[src/sv/hpack_header_block_parser_defines.svh]
// Assertion macros used by the header block parser RTL.
// Needs a clock named clk and an active high reset named rst in scope.
`ifndef HPACK_HEADER_BLOCK_PARSER_DEFINES_SVH
`define HPACK_HEADER_BLOCK_PARSER_DEFINES_SVH

// Whenever the antecedent holds, the consequent must hold in the same cycle.
`define HPK_ASSERT_IMPL(lbl, ante, cons, msg) \
  lbl: assert property (@(posedge clk) disable iff (rst) (ante) |-> (cons)) \
    else $error(msg);

// Whenever the antecedent holds, the consequent must hold in the cycle after.
`define HPK_ASSERT_NEXT(lbl, ante, cons, msg) \
  lbl: assert property (@(posedge clk) disable iff (rst) (ante) |=> (cons)) \
    else $error(msg);

`endif

[src/sv/hpk_pkg.sv]
// Shared types and constants of the header block parser.
// Used by hpk_int_step, hpk_parse_core and hpack_header_block_parser.
package hpk_pkg;

  localparam int VALUE_BITS_DEFAULT = 32;
  localparam int OUT_VALUE_W = 32;

  // Continuation shift amount, saturating at 64.
  localparam int SHIFT_W = 7;
  localparam logic [SHIFT_W-1:0] SHIFT_SAT = 7'd64;
  localparam logic [SHIFT_W-1:0] GROUP_BITS = 7'd7;

  // Event kinds.
  localparam logic [2:0] EV_FIELD_INDEX = 3'd0;
  localparam logic [2:0] EV_NAME_INDEX  = 3'd1;
  localparam logic [2:0] EV_NAME_LEN    = 3'd2;
  localparam logic [2:0] EV_VALUE_LEN   = 3'd3;
  localparam logic [2:0] EV_NAME_BYTE   = 3'd4;
  localparam logic [2:0] EV_VALUE_BYTE  = 3'd5;
  localparam logic [2:0] EV_SIZE_UPDATE = 3'd6;
  localparam logic [2:0] EV_NONE        = 3'd7;

  // Field representations.
  localparam logic [2:0] REP_INDEXED     = 3'd0;
  localparam logic [2:0] REP_INCREMENTAL = 3'd1;
  localparam logic [2:0] REP_WITHOUT     = 3'd2;
  localparam logic [2:0] REP_NEVER       = 3'd3;
  localparam logic [2:0] REP_SIZE_UPDATE = 3'd4;

  // Error codes.
  localparam logic [1:0] ERR_NONE     = 2'd0;
  localparam logic [1:0] ERR_TRUNC    = 2'd1;
  localparam logic [1:0] ERR_BAD_CODE = 2'd2;
  localparam logic [1:0] ERR_OVERFLOW = 2'd3;

  // First byte of a field.
  localparam logic [7:0] HDR_BAD_INDEX   = 8'h80;
  localparam logic [7:0] HDR_INDEXED_MIN = 8'h81;
  localparam logic [7:0] HDR_INCR_MIN    = 8'h40;
  localparam logic [7:0] HDR_SIZE_MIN    = 8'h20;
  localparam logic [7:0] HDR_NEVER_MIN   = 8'h10;
  localparam logic [7:0] HDR_WITHOUT_LIT = 8'h00;

  // Integer prefix masks.
  localparam logic [6:0] PREFIX7 = 7'h7f;
  localparam logic [6:0] PREFIX6 = 7'h3f;
  localparam logic [6:0] PREFIX5 = 7'h1f;
  localparam logic [6:0] PREFIX4 = 7'h0f;

  typedef struct packed {
    logic overflow;
    logic done;
  } int_status_t;

  typedef struct packed {
    logic [2:0]             event_kind;
    logic [2:0]             representation;
    logic [OUT_VALUE_W-1:0] value;
    logic                   huffman;
    logic [1:0]             error_code;
    logic                   block_end;
  } result_t;

endpackage

[src/sv/hpack_header_block_parser.sv]
// HPACK header block parser: takes one header block byte per request and
// reports field indexes, string lengths, string bytes and size updates. The
// block sustains one byte per clock cycle unless the output stalls: a byte goes
// from the input register through the field decode and one prefixed integer step
// into the result register, and all parsing state is updated in that same cycle.
// A byte that only continues an integer or opens a literal gives no result
// unless it raises an error or closes the block; the closing byte always gives
// one result with tlast set, except in a block already abandoned after an error.
// Depends on hpk_pkg, hpk_parse_core, hpk_int_step and the defines header.
`include "hpack_header_block_parser_defines.svh"

module hpack_header_block_parser #(
  parameter int VALUE_BITS = hpk_pkg::VALUE_BITS_DEFAULT
) (
  input  logic        clk,
  input  logic        rst,
  input  logic        s_tvalid,
  output logic        s_tready,
  input  logic [7:0]  s_tdata,   // [7:0] data_byte
  input  logic        s_tlast,   // block_last
  output logic        m_tvalid,
  input  logic        m_tready,
  output logic [31:0] m_tdata,   // [31:0] value
  output logic [8:0]  m_tuser,   // [2:0] event_kind, [5:3] representation,
                                 // [6] huffman, [8:7] error_code
  output logic        m_tlast    // block_end
);

  logic             in_valid;
  logic [7:0]       in_byte;
  logic             in_last;
  logic             advance;
  logic             fire;
  logic             res_valid;
  hpk_pkg::result_t res;
  hpk_pkg::result_t out_res;

  // The result register can take a new result when empty or being emptied.
  assign advance  = !m_tvalid || m_tready;
  assign fire     = in_valid && advance;
  assign s_tready = !in_valid || advance;

  always_ff @(posedge clk) begin
    if (rst) begin
      in_valid <= 1'b0;
    end else if (s_tvalid && s_tready) begin
      in_valid <= 1'b1;
    end else if (fire) begin
      in_valid <= 1'b0;
    end
  end

  always_ff @(posedge clk) begin
    if (s_tvalid && s_tready) begin
      in_byte <= s_tdata;
      in_last <= s_tlast;
    end
  end

  hpk_parse_core #(.VALUE_BITS(VALUE_BITS)) u_core (
    .clk        (clk),
    .rst        (rst),
    .fire       (fire),
    .data_byte  (in_byte),
    .block_last (in_last),
    .res_valid  (res_valid),
    .res        (res)
  );

  always_ff @(posedge clk) begin
    if (rst) begin
      m_tvalid <= 1'b0;
    end else if (advance) begin
      m_tvalid <= res_valid;
    end
  end

  always_ff @(posedge clk) begin
    if (advance) begin
      out_res <= res;
    end
  end

  assign m_tdata = out_res.value;
  assign m_tuser = {out_res.error_code, out_res.huffman, out_res.representation,
                    out_res.event_kind};
  assign m_tlast = out_res.block_end;

  `HPK_ASSERT_IMPL(a_err_no_event, m_tvalid && (m_tuser[8:7] != hpk_pkg::ERR_NONE), (m_tuser[2:0] == hpk_pkg::EV_NONE) && (m_tdata == 32'd0), "error result carries an event")
  `HPK_ASSERT_IMPL(a_huff_len_only, m_tvalid && m_tuser[6], (m_tuser[2:0] == hpk_pkg::EV_NAME_LEN) || (m_tuser[2:0] == hpk_pkg::EV_VALUE_LEN), "huffman flag outside a length event")
  `HPK_ASSERT_IMPL(a_trunc_at_end, m_tvalid && (m_tuser[8:7] == hpk_pkg::ERR_TRUNC), m_tlast, "truncation reported before block end")
  `HPK_ASSERT_NEXT(a_held_result, m_tvalid && !m_tready && s_tvalid && s_tready, m_tvalid && in_valid, "request lost while result stalled")

endmodule

[src/sv/hpk_int_step.sv]
// One continuation byte of a prefixed integer: accumulate, shift and overflow check.
// Depends on hpk_pkg.
module hpk_int_step #(
  parameter int VALUE_BITS = hpk_pkg::VALUE_BITS_DEFAULT
) (
  input  logic [VALUE_BITS-1:0]      accum,
  input  logic [hpk_pkg::SHIFT_W-1:0] shift,
  input  logic [7:0]                 data_byte,
  output logic [VALUE_BITS-1:0]      accum_next,
  output logic [hpk_pkg::SHIFT_W-1:0] shift_next,
  output hpk_pkg::int_status_t       status
);

  localparam int EW = VALUE_BITS + 7;

  logic [6:0]                  piece;
  logic [EW-1:0]               shifted;
  logic [EW-1:0]               sum;
  logic [hpk_pkg::SHIFT_W-1:0] sh7;

  assign piece   = data_byte[6:0];
  assign shifted = EW'(piece) << shift;
  assign sum     = EW'(accum) + shifted;
  assign sh7     = shift + hpk_pkg::GROUP_BITS;

  // The group fits only when the sum stays below 2^VALUE_BITS.
  assign status.overflow = (piece != 7'd0) &&
                           ((shift >= hpk_pkg::SHIFT_W'(VALUE_BITS)) ||
                            (sum[EW-1:VALUE_BITS] != 7'd0));
  assign status.done     = ~data_byte[7];
  assign accum_next      = sum[VALUE_BITS-1:0];
  assign shift_next      = (sh7 > hpk_pkg::SHIFT_SAT) ? hpk_pkg::SHIFT_SAT : sh7;

endmodule

[src/sv/hpk_parse_core.sv]
// Field parser state and per-byte decode of the header block parser.
// Depends on hpk_pkg and hpk_int_step.
module hpk_parse_core #(
  parameter int VALUE_BITS = hpk_pkg::VALUE_BITS_DEFAULT
) (
  input  logic             clk,
  input  logic             rst,
  input  logic             fire,
  input  logic [7:0]       data_byte,
  input  logic             block_last,
  output logic             res_valid,
  output hpk_pkg::result_t res
);

  typedef enum logic [3:0] {
    PH_START, PH_IDX_CONT, PH_NLEN_FIRST, PH_NLEN_RAW, PH_NLEN_HUFF,
    PH_NAME_BYTES, PH_VLEN_FIRST, PH_VLEN_RAW, PH_VLEN_HUFF, PH_VAL_BYTES
  } phase_t;

  phase_t                      phase, phase_next;
  logic [2:0]                  field_kind, field_kind_next;
  logic [VALUE_BITS-1:0]       accum, accum_next;
  logic [hpk_pkg::SHIFT_W-1:0] shift, shift_next;
  logic [VALUE_BITS-1:0]       remaining, remaining_next;
  logic                        drop, drop_next;

  logic [VALUE_BITS-1:0]       int_accum;
  logic [hpk_pkg::SHIFT_W-1:0] int_shift;
  hpk_pkg::int_status_t        int_st;

  logic [2:0]                  ev_kind;
  logic [VALUE_BITS-1:0]       ev_val;
  logic                        ev_huff;
  logic [1:0]                  err;
  logic                        fin_idx, fin_len, len_isv, len_h;
  logic [VALUE_BITS-1:0]       idx_v, len_v, rem_dec;
  logic [6:0]                  mask;
  logic                        literal;
  logic [VALUE_BITS+31:0]      val_ext;

  hpk_int_step #(.VALUE_BITS(VALUE_BITS)) u_int_step (
    .accum      (accum),
    .shift      (shift),
    .data_byte  (data_byte),
    .accum_next (int_accum),
    .shift_next (int_shift),
    .status     (int_st)
  );

  assign rem_dec = (remaining != '0) ? remaining - VALUE_BITS'(1) : remaining;

  always_comb begin
    phase_next      = phase;
    field_kind_next = field_kind;
    accum_next      = accum;
    shift_next      = shift;
    remaining_next  = remaining;
    drop_next       = drop;
    ev_kind         = hpk_pkg::EV_NONE;
    ev_val          = '0;
    ev_huff         = 1'b0;
    err             = hpk_pkg::ERR_NONE;
    fin_idx         = 1'b0;
    fin_len         = 1'b0;
    idx_v           = '0;
    len_v           = '0;
    len_isv         = 1'b0;
    len_h           = 1'b0;
    mask            = hpk_pkg::PREFIX4;
    literal         = 1'b0;

    unique case (phase)
      PH_START: begin
        if (data_byte == hpk_pkg::HDR_BAD_INDEX) begin
          field_kind_next = hpk_pkg::REP_INDEXED;
          err             = hpk_pkg::ERR_BAD_CODE;
        end else begin
          if (data_byte >= hpk_pkg::HDR_INDEXED_MIN) begin
            field_kind_next = hpk_pkg::REP_INDEXED;
            mask            = hpk_pkg::PREFIX7;
          end else if (data_byte >= hpk_pkg::HDR_INCR_MIN) begin
            field_kind_next = hpk_pkg::REP_INCREMENTAL;
            mask            = hpk_pkg::PREFIX6;
            literal         = (data_byte == hpk_pkg::HDR_INCR_MIN);
          end else if (data_byte >= hpk_pkg::HDR_SIZE_MIN) begin
            field_kind_next = hpk_pkg::REP_SIZE_UPDATE;
            mask            = hpk_pkg::PREFIX5;
          end else if (data_byte >= hpk_pkg::HDR_NEVER_MIN) begin
            field_kind_next = hpk_pkg::REP_NEVER;
            mask            = hpk_pkg::PREFIX4;
            literal         = (data_byte == hpk_pkg::HDR_NEVER_MIN);
          end else begin
            field_kind_next = hpk_pkg::REP_WITHOUT;
            mask            = hpk_pkg::PREFIX4;
            literal         = (data_byte == hpk_pkg::HDR_WITHOUT_LIT);
          end
          if (literal) begin
            phase_next = PH_NLEN_FIRST;
          end else if ((data_byte[6:0] & mask) < mask) begin
            fin_idx = 1'b1;
            idx_v   = VALUE_BITS'(data_byte[6:0] & mask);
          end else begin
            accum_next = VALUE_BITS'(mask);
            shift_next = '0;
            phase_next = PH_IDX_CONT;
          end
        end
      end
      PH_IDX_CONT: begin
        if (int_st.overflow) begin
          err = hpk_pkg::ERR_OVERFLOW;
        end else begin
          accum_next = int_accum;
          shift_next = int_shift;
          fin_idx    = int_st.done;
          idx_v      = int_accum;
        end
      end
      PH_NLEN_FIRST, PH_VLEN_FIRST: begin
        if (data_byte[6:0] < hpk_pkg::PREFIX7) begin
          fin_len = 1'b1;
          len_v   = VALUE_BITS'(data_byte[6:0]);
          len_h   = data_byte[7];
          len_isv = (phase == PH_VLEN_FIRST);
        end else begin
          accum_next = VALUE_BITS'(data_byte[6:0]);
          shift_next = '0;
          if (phase == PH_VLEN_FIRST) begin
            phase_next = data_byte[7] ? PH_VLEN_HUFF : PH_VLEN_RAW;
          end else begin
            phase_next = data_byte[7] ? PH_NLEN_HUFF : PH_NLEN_RAW;
          end
        end
      end
      PH_NLEN_RAW, PH_NLEN_HUFF, PH_VLEN_RAW, PH_VLEN_HUFF: begin
        if (int_st.overflow) begin
          err = hpk_pkg::ERR_OVERFLOW;
        end else begin
          accum_next = int_accum;
          shift_next = int_shift;
          fin_len    = int_st.done;
          len_v      = int_accum;
          len_h      = (phase == PH_NLEN_HUFF) || (phase == PH_VLEN_HUFF);
          len_isv    = (phase == PH_VLEN_RAW) || (phase == PH_VLEN_HUFF);
        end
      end
      PH_NAME_BYTES, PH_VAL_BYTES: begin
        ev_kind        = (phase == PH_VAL_BYTES) ? hpk_pkg::EV_VALUE_BYTE
                                                 : hpk_pkg::EV_NAME_BYTE;
        ev_val         = VALUE_BITS'(data_byte);
        remaining_next = rem_dec;
        if (rem_dec == '0) begin
          phase_next = (phase == PH_VAL_BYTES) ? PH_START : PH_VLEN_FIRST;
        end
      end
      default: begin
        phase_next = PH_START;
      end
    endcase

    if (fin_idx) begin
      ev_val = idx_v;
      if (field_kind_next == hpk_pkg::REP_INDEXED) begin
        ev_kind    = hpk_pkg::EV_FIELD_INDEX;
        phase_next = PH_START;
      end else if (field_kind_next == hpk_pkg::REP_SIZE_UPDATE) begin
        ev_kind    = hpk_pkg::EV_SIZE_UPDATE;
        phase_next = PH_START;
      end else begin
        ev_kind    = hpk_pkg::EV_NAME_INDEX;
        phase_next = PH_VLEN_FIRST;
      end
    end

    if (fin_len) begin
      ev_kind        = len_isv ? hpk_pkg::EV_VALUE_LEN : hpk_pkg::EV_NAME_LEN;
      ev_val         = len_v;
      ev_huff        = len_h;
      remaining_next = len_v;
      if (len_v != '0) begin
        phase_next = len_isv ? PH_VAL_BYTES : PH_NAME_BYTES;
      end else begin
        phase_next = len_isv ? PH_START : PH_VLEN_FIRST;
      end
    end

    // A field still open on the block's last byte turns into a truncation error.
    if (err != hpk_pkg::ERR_NONE) begin
      drop_next  = ~block_last;
      phase_next = PH_START;
    end else if (block_last && (phase_next != PH_START)) begin
      err        = hpk_pkg::ERR_TRUNC;
      phase_next = PH_START;
    end
    if (err != hpk_pkg::ERR_NONE) begin
      ev_kind = hpk_pkg::EV_NONE;
      ev_val  = '0;
      ev_huff = 1'b0;
    end
  end

  assign val_ext = {32'b0, ev_val};

  assign res_valid = fire && !drop &&
                     ((err != hpk_pkg::ERR_NONE) || (ev_kind != hpk_pkg::EV_NONE) ||
                      block_last);
  assign res.event_kind     = ev_kind;
  assign res.representation = field_kind_next;
  assign res.value          = val_ext[hpk_pkg::OUT_VALUE_W-1:0];
  assign res.huffman        = ev_huff;
  assign res.error_code     = err;
  assign res.block_end      = block_last;

  always_ff @(posedge clk) begin
    if (rst) begin
      phase      <= PH_START;
      field_kind <= hpk_pkg::REP_INDEXED;
      accum      <= '0;
      shift      <= '0;
      remaining  <= '0;
      drop       <= 1'b0;
    end else if (fire) begin
      if (drop) begin
        // Bytes of a failed block are discarded up to its last byte.
        if (block_last) begin
          drop  <= 1'b0;
          phase <= PH_START;
        end
      end else begin
        phase      <= phase_next;
        field_kind <= field_kind_next;
        accum      <= accum_next;
        shift      <= shift_next;
        remaining  <= remaining_next;
        drop       <= drop_next;
      end
    end
  end

endmodule

[config.mk]
export PLATFORM = sky130hd
export DESIGN_NAME = hpack_header_block_parser
export DESIGN_NICKNAME = d
export VERILOG_FILES = /design/src/sv/hpk_pkg.sv /design/src/sv/hpack_header_block_parser.sv /design/src/sv/hpk_int_step.sv /design/src/sv/hpk_parse_core.sv
export VERILOG_INCLUDE_DIRS = /design/src /design/src/sv
export SDC_FILE = /design/constraint.sdc
export NUM_CORES = 1
export LEC_CHECK = 0
export ABC_AREA = 1
export BUFFER_PORTS_ARGS = -buffer_cell sky130_fd_sc_hd__buf_2
export CELL_PAD_IN_SITES_DETAIL_PLACEMENT = 0
export CELL_PAD_IN_SITES_GLOBAL_PLACEMENT = 1
export CORE_UTILIZATION = 25
export DETAILED_ROUTE_END_ITERATION = 16
export GPL_TIMING_DRIVEN = 1
export PLACE_DENSITY = 0.63
export RECOVER_POWER = 25
export SYNTH_ARGS = -nofsm -noshare
export SYNTH_HDL_FRONTEND = slang
export SYNTH_SLANG_ARGS = --single-unit
[constraint.sdc]
create_clock -name clk -period 4.7 [get_ports clk]
set_clock_uncertainty 0.1 [all_clocks]
set_input_delay 0.47 -clock clk [delete_from_list [all_inputs] [get_ports clk]]
set_output_delay 0.47 -clock clk [all_outputs]
set_load 0.02 [all_outputs]
* After elaboration in Yosys (flattened, before gate mapping)
Cells that the tools add are included.
** Operators by class
- Multiplexer cells :: 95
- Magnitude comparators :: 8
- $add $sub $neg :: 3
- Eq/ne operators :: 20
- Shift-type cells :: 1
- Bitwise gates (word level) :: 6
- Reduce and logical (&&, ||, !) cells :: 39
** Operators by type and width (count)
- 2-to-1 mux 32 bit :: 14
- case mux 32 bit (2 select lines) :: 2
- case mux 32 bit (3 select lines) :: 1
- 2-to-1 mux 7 bit :: 11
- 2-to-1 mux 4 bit :: 16
- nonzero test 32 bit :: 2
- 2-to-1 mux 3 bit :: 15
- adder 32 x 39 -> 39 bit :: 1
- << shifter 7 x 7 -> 39 bit :: 1
- zero test 32 bit :: 1
- subtractor 32 x 1 -> 32 bit, second input constant :: 1
- 2-to-1 mux 1 bit :: 23
- case mux 7 bit (3 select lines) :: 1
- equality test 4 x 3 -> 1 bit, second input constant :: 4
- case mux 4 bit (4 select lines) :: 1
- bitwise AND 7 bit :: 2
- nonzero test 7 bit :: 2
- != test 2 bit, second input constant :: 6
- equality test 4 x 2 -> 1 bit, second input constant :: 2
- equality test 4 bit, second input constant :: 2
- equality test 8 x 5 -> 1 bit, second input constant :: 1
- equality test 8 x 7 -> 1 bit, second input constant :: 1
- equality test 8 bit, second input constant :: 1
- >= comparator 8 x 5 -> 1 bit, second input constant :: 1
- 32 further kinds :: 60
** Storage, ports and cells
- Flip-flop bits (word level) :: 132
- Input bits :: 13

* Logic depth before layout (Yosys ltp)
- Depth in word-level cells :: 24
- Depth in mapped cells :: 46
- Depth with buffers taken out :: 43

* Cells and area by module
A second synthesis with hierarchy kept.
** Unflattened totals
- Cell total of the unflattened synthesis :: 1663
- Area total of the unflattened synthesis :: 10724.0 sq um
** By module, submodules not included
- hpk_parse_core :: area an instance 6065.8 sq um, times used 1, cells each 1020
- hpk_int_step :: area an instance 3032.9 sq um, times used 1, cells each 580
- hpack_header_block_parser :: area an instance 1625.3 sq um, times used 1, cells each 63

* Worst setup path after synthesis
OpenSTA, ideal clock, no wires.
- Path kind :: flip-flop to flip-flop
- Start :: register u_core.shift[5] (netlist bit)
- End :: register out_res (netlist bit m_tdata[0]), data pin
- Data required time :: 4341 ps
- Setup slack :: 256 ps
- Period minus slack after synthesis :: 4444 ps
- Data arrival time :: 4084 ps
- Cell stages (with the launch flop) :: 36
- Path through :: dfxtp_1 -> buf_1 -> nor2_1 -> inv_1 -> clkbuf_1 -> nor2_1 -> ha_1 -> nand2_1 -> nor2_1 -> and3_1 -> nand2_1 -> nand2_1 -> nand2_1 -> nand2_1 -> nand3_1 -> nand2_2 -> nand3_1 -> nand2_1 -> nand2_1 -> nor2_1 -> nand3_2 -> nand2_2 -> buf_6 -> buf_6 -> o211ai_1 -> nand4_1 -> nor2_1 -> nand3_1 -> nand2_1 -> nand2_1 -> nor2_1 -> nand2_1 -> nand2_2 -> nand2_2 -> buf_6 -> a21oi_1
** On the way
- Cells in the longest elaborated chain, start to end :: 15
- Elaborated cells on any way between the ends :: 30
** RTL lines
- start: declaration :: line hpk_parse_core.sv:23 : logic [hpk_pkg::SHIFT_W-1:0] shift, shift_next;
- start signal: assignment :: line hpk_parse_core.sv:233 : shift <= shift_next;
- << shifter 7 x 7 -> 39 bit :: line hpk_int_step.sv:22 : assign shifted = EW'(piece) << shift;
- adder 32 x 39 -> 39 bit :: line hpk_int_step.sv:23 : assign sum = EW'(accum) + shifted;
- nonzero test 7 bit :: line hpk_int_step.sv:29 : (sum[EW-1:VALUE_BITS] != 7'd0));
- logical OR 1 bit :: line hpk_int_step.sv:28 : ((shift >= hpk_pkg::SHIFT_W'(VALUE_BITS)) ||
- logical AND 1 bit :: line hpk_int_step.sv:27 : assign status.overflow = (piece != 7'd0) &&
- 2-to-1 mux 32 bit or 2-to-1 mux 1 bit (tied branches) :: line hpk_parse_core.sv:110, hpk_parse_core.sv:136
- case mux 32 bit (2 select lines) or case mux 1 bit (2 select lines) (tied branches) :: line hpk_parse_core.sv:72 : unique case (phase)
- nonzero test 32 bit (tied with other cells) :: line hpk_parse_core.sv:180 : if (len_v != '0) begin
- 2-to-1 mux 4 bit :: line hpk_parse_core.sv:180
- 2-to-1 mux 4 bit :: line hpk_parse_core.sv:175 : if (fin_len) begin
- nonzero test 4 bit :: line hpk_parse_core.sv:191 : end else if (block_last && (phase_next != PH_START)) begin
- logical AND 1 bit :: line hpk_parse_core.sv:191
- 2-to-1 mux 2 bit :: line hpk_parse_core.sv:191
- 2-to-1 mux 2 bit :: line hpk_parse_core.sv:188 : if (err != hpk_pkg::ERR_NONE) begin
- nonzero test 2 bit :: line hpk_parse_core.sv:195 : if (err != hpk_pkg::ERR_NONE) begin
- end signal: assignment :: line hpack_header_block_parser.sv:80 : out_res <= res;
- end: declaration :: line hpack_header_block_parser.sv:36 : hpk_pkg::result_t out_res;
Parallel ways exist; a longest one is shown, timed or not.
A chain may end at the register's enable or synchronous reset.

* Final worst setup path
- Start :: register u_core.shift[0] (netlist bit)
- End :: register out_res (netlist bit m_tdata[28]), data pin
The elaborated chain is that of the path after synthesis.

==> key figures <==
GRT
  – First-pass GRT wire length: 66,500 µm
  – Vias in the first global route: 12,200
  – Largest net degree at the start of global routing: 45
  – All-Layer GR Usage: 20.4%
  – Total congestion overflow: 0
  – Initial antenna violation count: 0

STA
  – Worst setup margin: -0.274 ns
  – Fmax: 201 MHz
  – Max-slew violation count: 0
  – Final Cycle Share: 106%
  – Worst-Margin Slew: 1.04 ns
  – Final setup violating endpoints: 61
  – RSZ-0062 raised after global routing: yes
  – Endpoints failing hold: 0
  – Relative slew slack: 30.4%
  – Final Critical Period: 4.97 ns

Placement
  – IO Port Bufs: 56
  – Post-DP Area: 13,400 µm²
  – Routability congestion estimate: 0.909
  – Detail Placement HPWL: 31,700 µm
  – Placed Instances: 2,424

Synthesis
  – Mapped Cells: 1,588
  – Sequential-to-total area share from yosys stat: 30.4%
  – Synth top area share: 15.6%
  – Ranking of synthesized cells by area: dfxtp_1 (16%), edfxtp_1 (15%), nand2_1 (14%), nand3_1 (7.2%), nor2_1 (6.9%)
  – Main flop type after synthesis: dfxtp_1
  – Synth Area per Inst: 6.54 µm²
  – Warnings, synthesis: 0
  – Distinct cells, synth: 55
  – Number of synthesized register bits: 132
  – Post-synth EDFFs: 51
  – Synth async-reset ratio: 0%
  – Post-Syn Nets: 1,639
  – Synth cell count leaders: nand2_1 (383), nor2_1 (192), inv_1 (153)
  – Count leader, synth: nand2_1
  – Cell Area, Synth: 10,400 µm²
  – Cell taking the most area after synthesis: dfxtp_1

CTS
  – Worst-Skew Late Latency: 0.46 ns
  – Root Buffer: clkbuf_16
  – H-tree levels: 4
  – CTS clk-pin slew, worst paths: 0.07 ns
  – TritonCTS clock tree: done
  – TritonCTS buffer count: 17
  – Clk buf depth: 2
  – Sink Count: 132

Critical path
  – Worst setup path class: register to register
  – Crit end category: register
  – Crit path largest cell delay: 0.43 ns
  – Req. time, crit path: 4.80 ns
  – Setup crit start kind: register
  – CP arrival: 5.08 ns
  – CP max-delay cell: dfxtp_4
  – CP most frequent cell: nand2_2
  – Critical path fanouts, max: 8

Power
  – Combinational power share: 33.7%
  – Peak VDD IR: 0.000267 V
  – Leak Pwr: 8.28 nW
  – Internal power: 2.49 mW
  – Pwr Density: 226 nW/µm²
  – Sequential power share: 32.7%
  – Net switching power: 1.40 mW
  – Sw frac: 36.0%
  – Clock power frac: 33.6%

Route
  – Vias/cell: 4.98
  – Routed WL: 46,300 µm
  – 1st-pass router iterations: 7
  – WL per Instance: 17.9 µm
  – 1st-iter DRT viols: 998
  – ANT nets after route: 0
  – Drt drc: 0
  – Total number of vias: 12,900

Run
  – Max-cap violation count: 0

Min path
  – Worst hold path class: input pin to register

Final layout
  – Final #Nets: 2,087
  – Final Instance Area: 17,200 µm²
  – Area Growth Syn to Fin: 65.7%
  – Non-filler instance count after layout: 2,581
  – N_diodes: 0
  – Layout cells sized above 1: 43.3%

Outcome
  – Status: finished with violations
  – Failing checks: setup timing

Floorplan
  – Boundary pin count: 57
  – Core area: 40,900 µm²
  – DIE HEIGHT: 206 µm
  – DIE AREA: 42,300 µm²
  – Initial Utilization: 25.4%
  – Row cnt: 74
  – Die X: 206 µm
## path summary, 6_finish.rpt
path	cells after the start	slack (ns)	end	start
worst min register to register	2	0.40	u_core.remaining[11]	u_core.remaining[11]
worst max-delay path	40	-0.27	m_tdata[28]	u_core.shift[0]
worst max register to register	40	-0.27	m_tdata[28]	u_core.shift[0]
worst min-delay path	1	0.10	in_byte[0]	s_tdata[0]
## metal layers
metal	up-vias	global-route usage, %	share of wire [%]
met5	-	0	0
met2	352	34.2	49
met1	6157	26.6	44
met3	76	2.57	3.9
met4	0	7.54	3.1
li1	6268	-	-
## registers in the layout, indices dropped and copies added, names as in the netlist
| signal | count |
|---|---|
| m_tlast | 1 |
| u_core.shift | 7 |
| m_tdata | 32 |
| m_tuser | 9 |
| in_last | 1 |
| in_byte | 8 |
| u_core.drop | 1 |
| u_core.field_kind | 3 |
| u_core.phase | 4 |
| u_core.remaining | 32 |
| u_core.accum | 32 |
| m_tvalid | 1 |
| in_valid | 1 |
## through the flow
stage	worst slack, ns	TNS [ns]	hold WS, ns	utilization [%]	power, mW
after CTS	-0.220	-6.43	0.0837	38.7	3.79
after global routing	-0.543	-30.97	0.0862	42.0	4.06
after global placement	-0.611	-46.06	0.363	32.9	2.32
after floorplan	0.256	0	0.345	-	1.95
final	-0.274	-13.07	0.102	42.0	3.89
after detailed placement	-0.694	-53.88	0.366	32.9	2.32
## cells by family (layout without fill, tap and decap cells)
family | Yosys count | after routing | share of synthesized area [%]
AO/OA/AOI/OAI | 311 | 311 | 16.9
buffers and inverters | 228 | 689 | 9.06
AND/OR/NAND/NOR | 818 | 818 | 33.9
adder cells (fa/ha/maj) | 38 | 38 | 4.65
flip-flops | 132 | 132 | 30.4
XOR/XNOR | 61 | 61 | 5.15
## power by group through the flow
stage                     clock network [mW]  logic [mW]  registers (mW)
final                                   1.31        1.31            1.27
after global routing                    1.38        1.41            1.28
after CTS                               1.33        1.19            1.27
after detailed placement                   0        1.02            1.29
after global placement                     0        1.02            1.29
after floorplan                            0       0.624            1.32
## critical path: cells and delay by family (launching register included)
family / cells / cell delay, ns
compound gates: 4 / 0.40
buf+inv: 6 / 0.67
simple gates: 29 / 2.90
fa+ha+maj: 1 / 0.24
flops: 1 / 0.43
## layout make-up
class	instances	area, µm²
clock buffer	19	453
clock inverter	13	114
fill	4151	23700
inverter	159	628
multi-input combinational	1228	7980
sequential	132	3160
tap	532	666
timing repair buffer	498	4200
## cell usage in the layout (no fill, tap or decap), types with 6 or more instances in the layout
cell / instances
a21o_1: 6
a21oi_1: 71
a21oi_2: 55
a21oi_4: 6
a22oi_1: 7
a31oi_1: 31
buf_12: 13
buf_2: 57
buf_4: 375
buf_6: 35
clkbuf_16: 29
dfxtp_1: 78
edfxtp_1: 51
ha_1: 12
ha_4: 24
inv_1: 135
inv_2: 16
nand2_1: 286
nand2_2: 79
nand2_4: 25
nand3_1: 125
nand3_2: 23
nand3_4: 6
nand4_1: 43
nor2_1: 133
nor2_2: 30
nor2_4: 32
nor3_1: 12
o211ai_1: 14
o21ai_0: 42
o21ai_1: 28
o21ai_2: 18
xnor2_1: 28
xor2_1: 30
## what timing repair did
item                                    in CTS  in global routing
gates resized for setup                    274                232
endpoints found under the hold margin        0                  0
endpoints found under the setup margin     115                114
gates cloned                                 7                 18
buffers inserted                            74                 35
pin swaps                                   64                100
hold buffers                                 0                  0
Note: power is estimated with default switching activity, not from simulation.
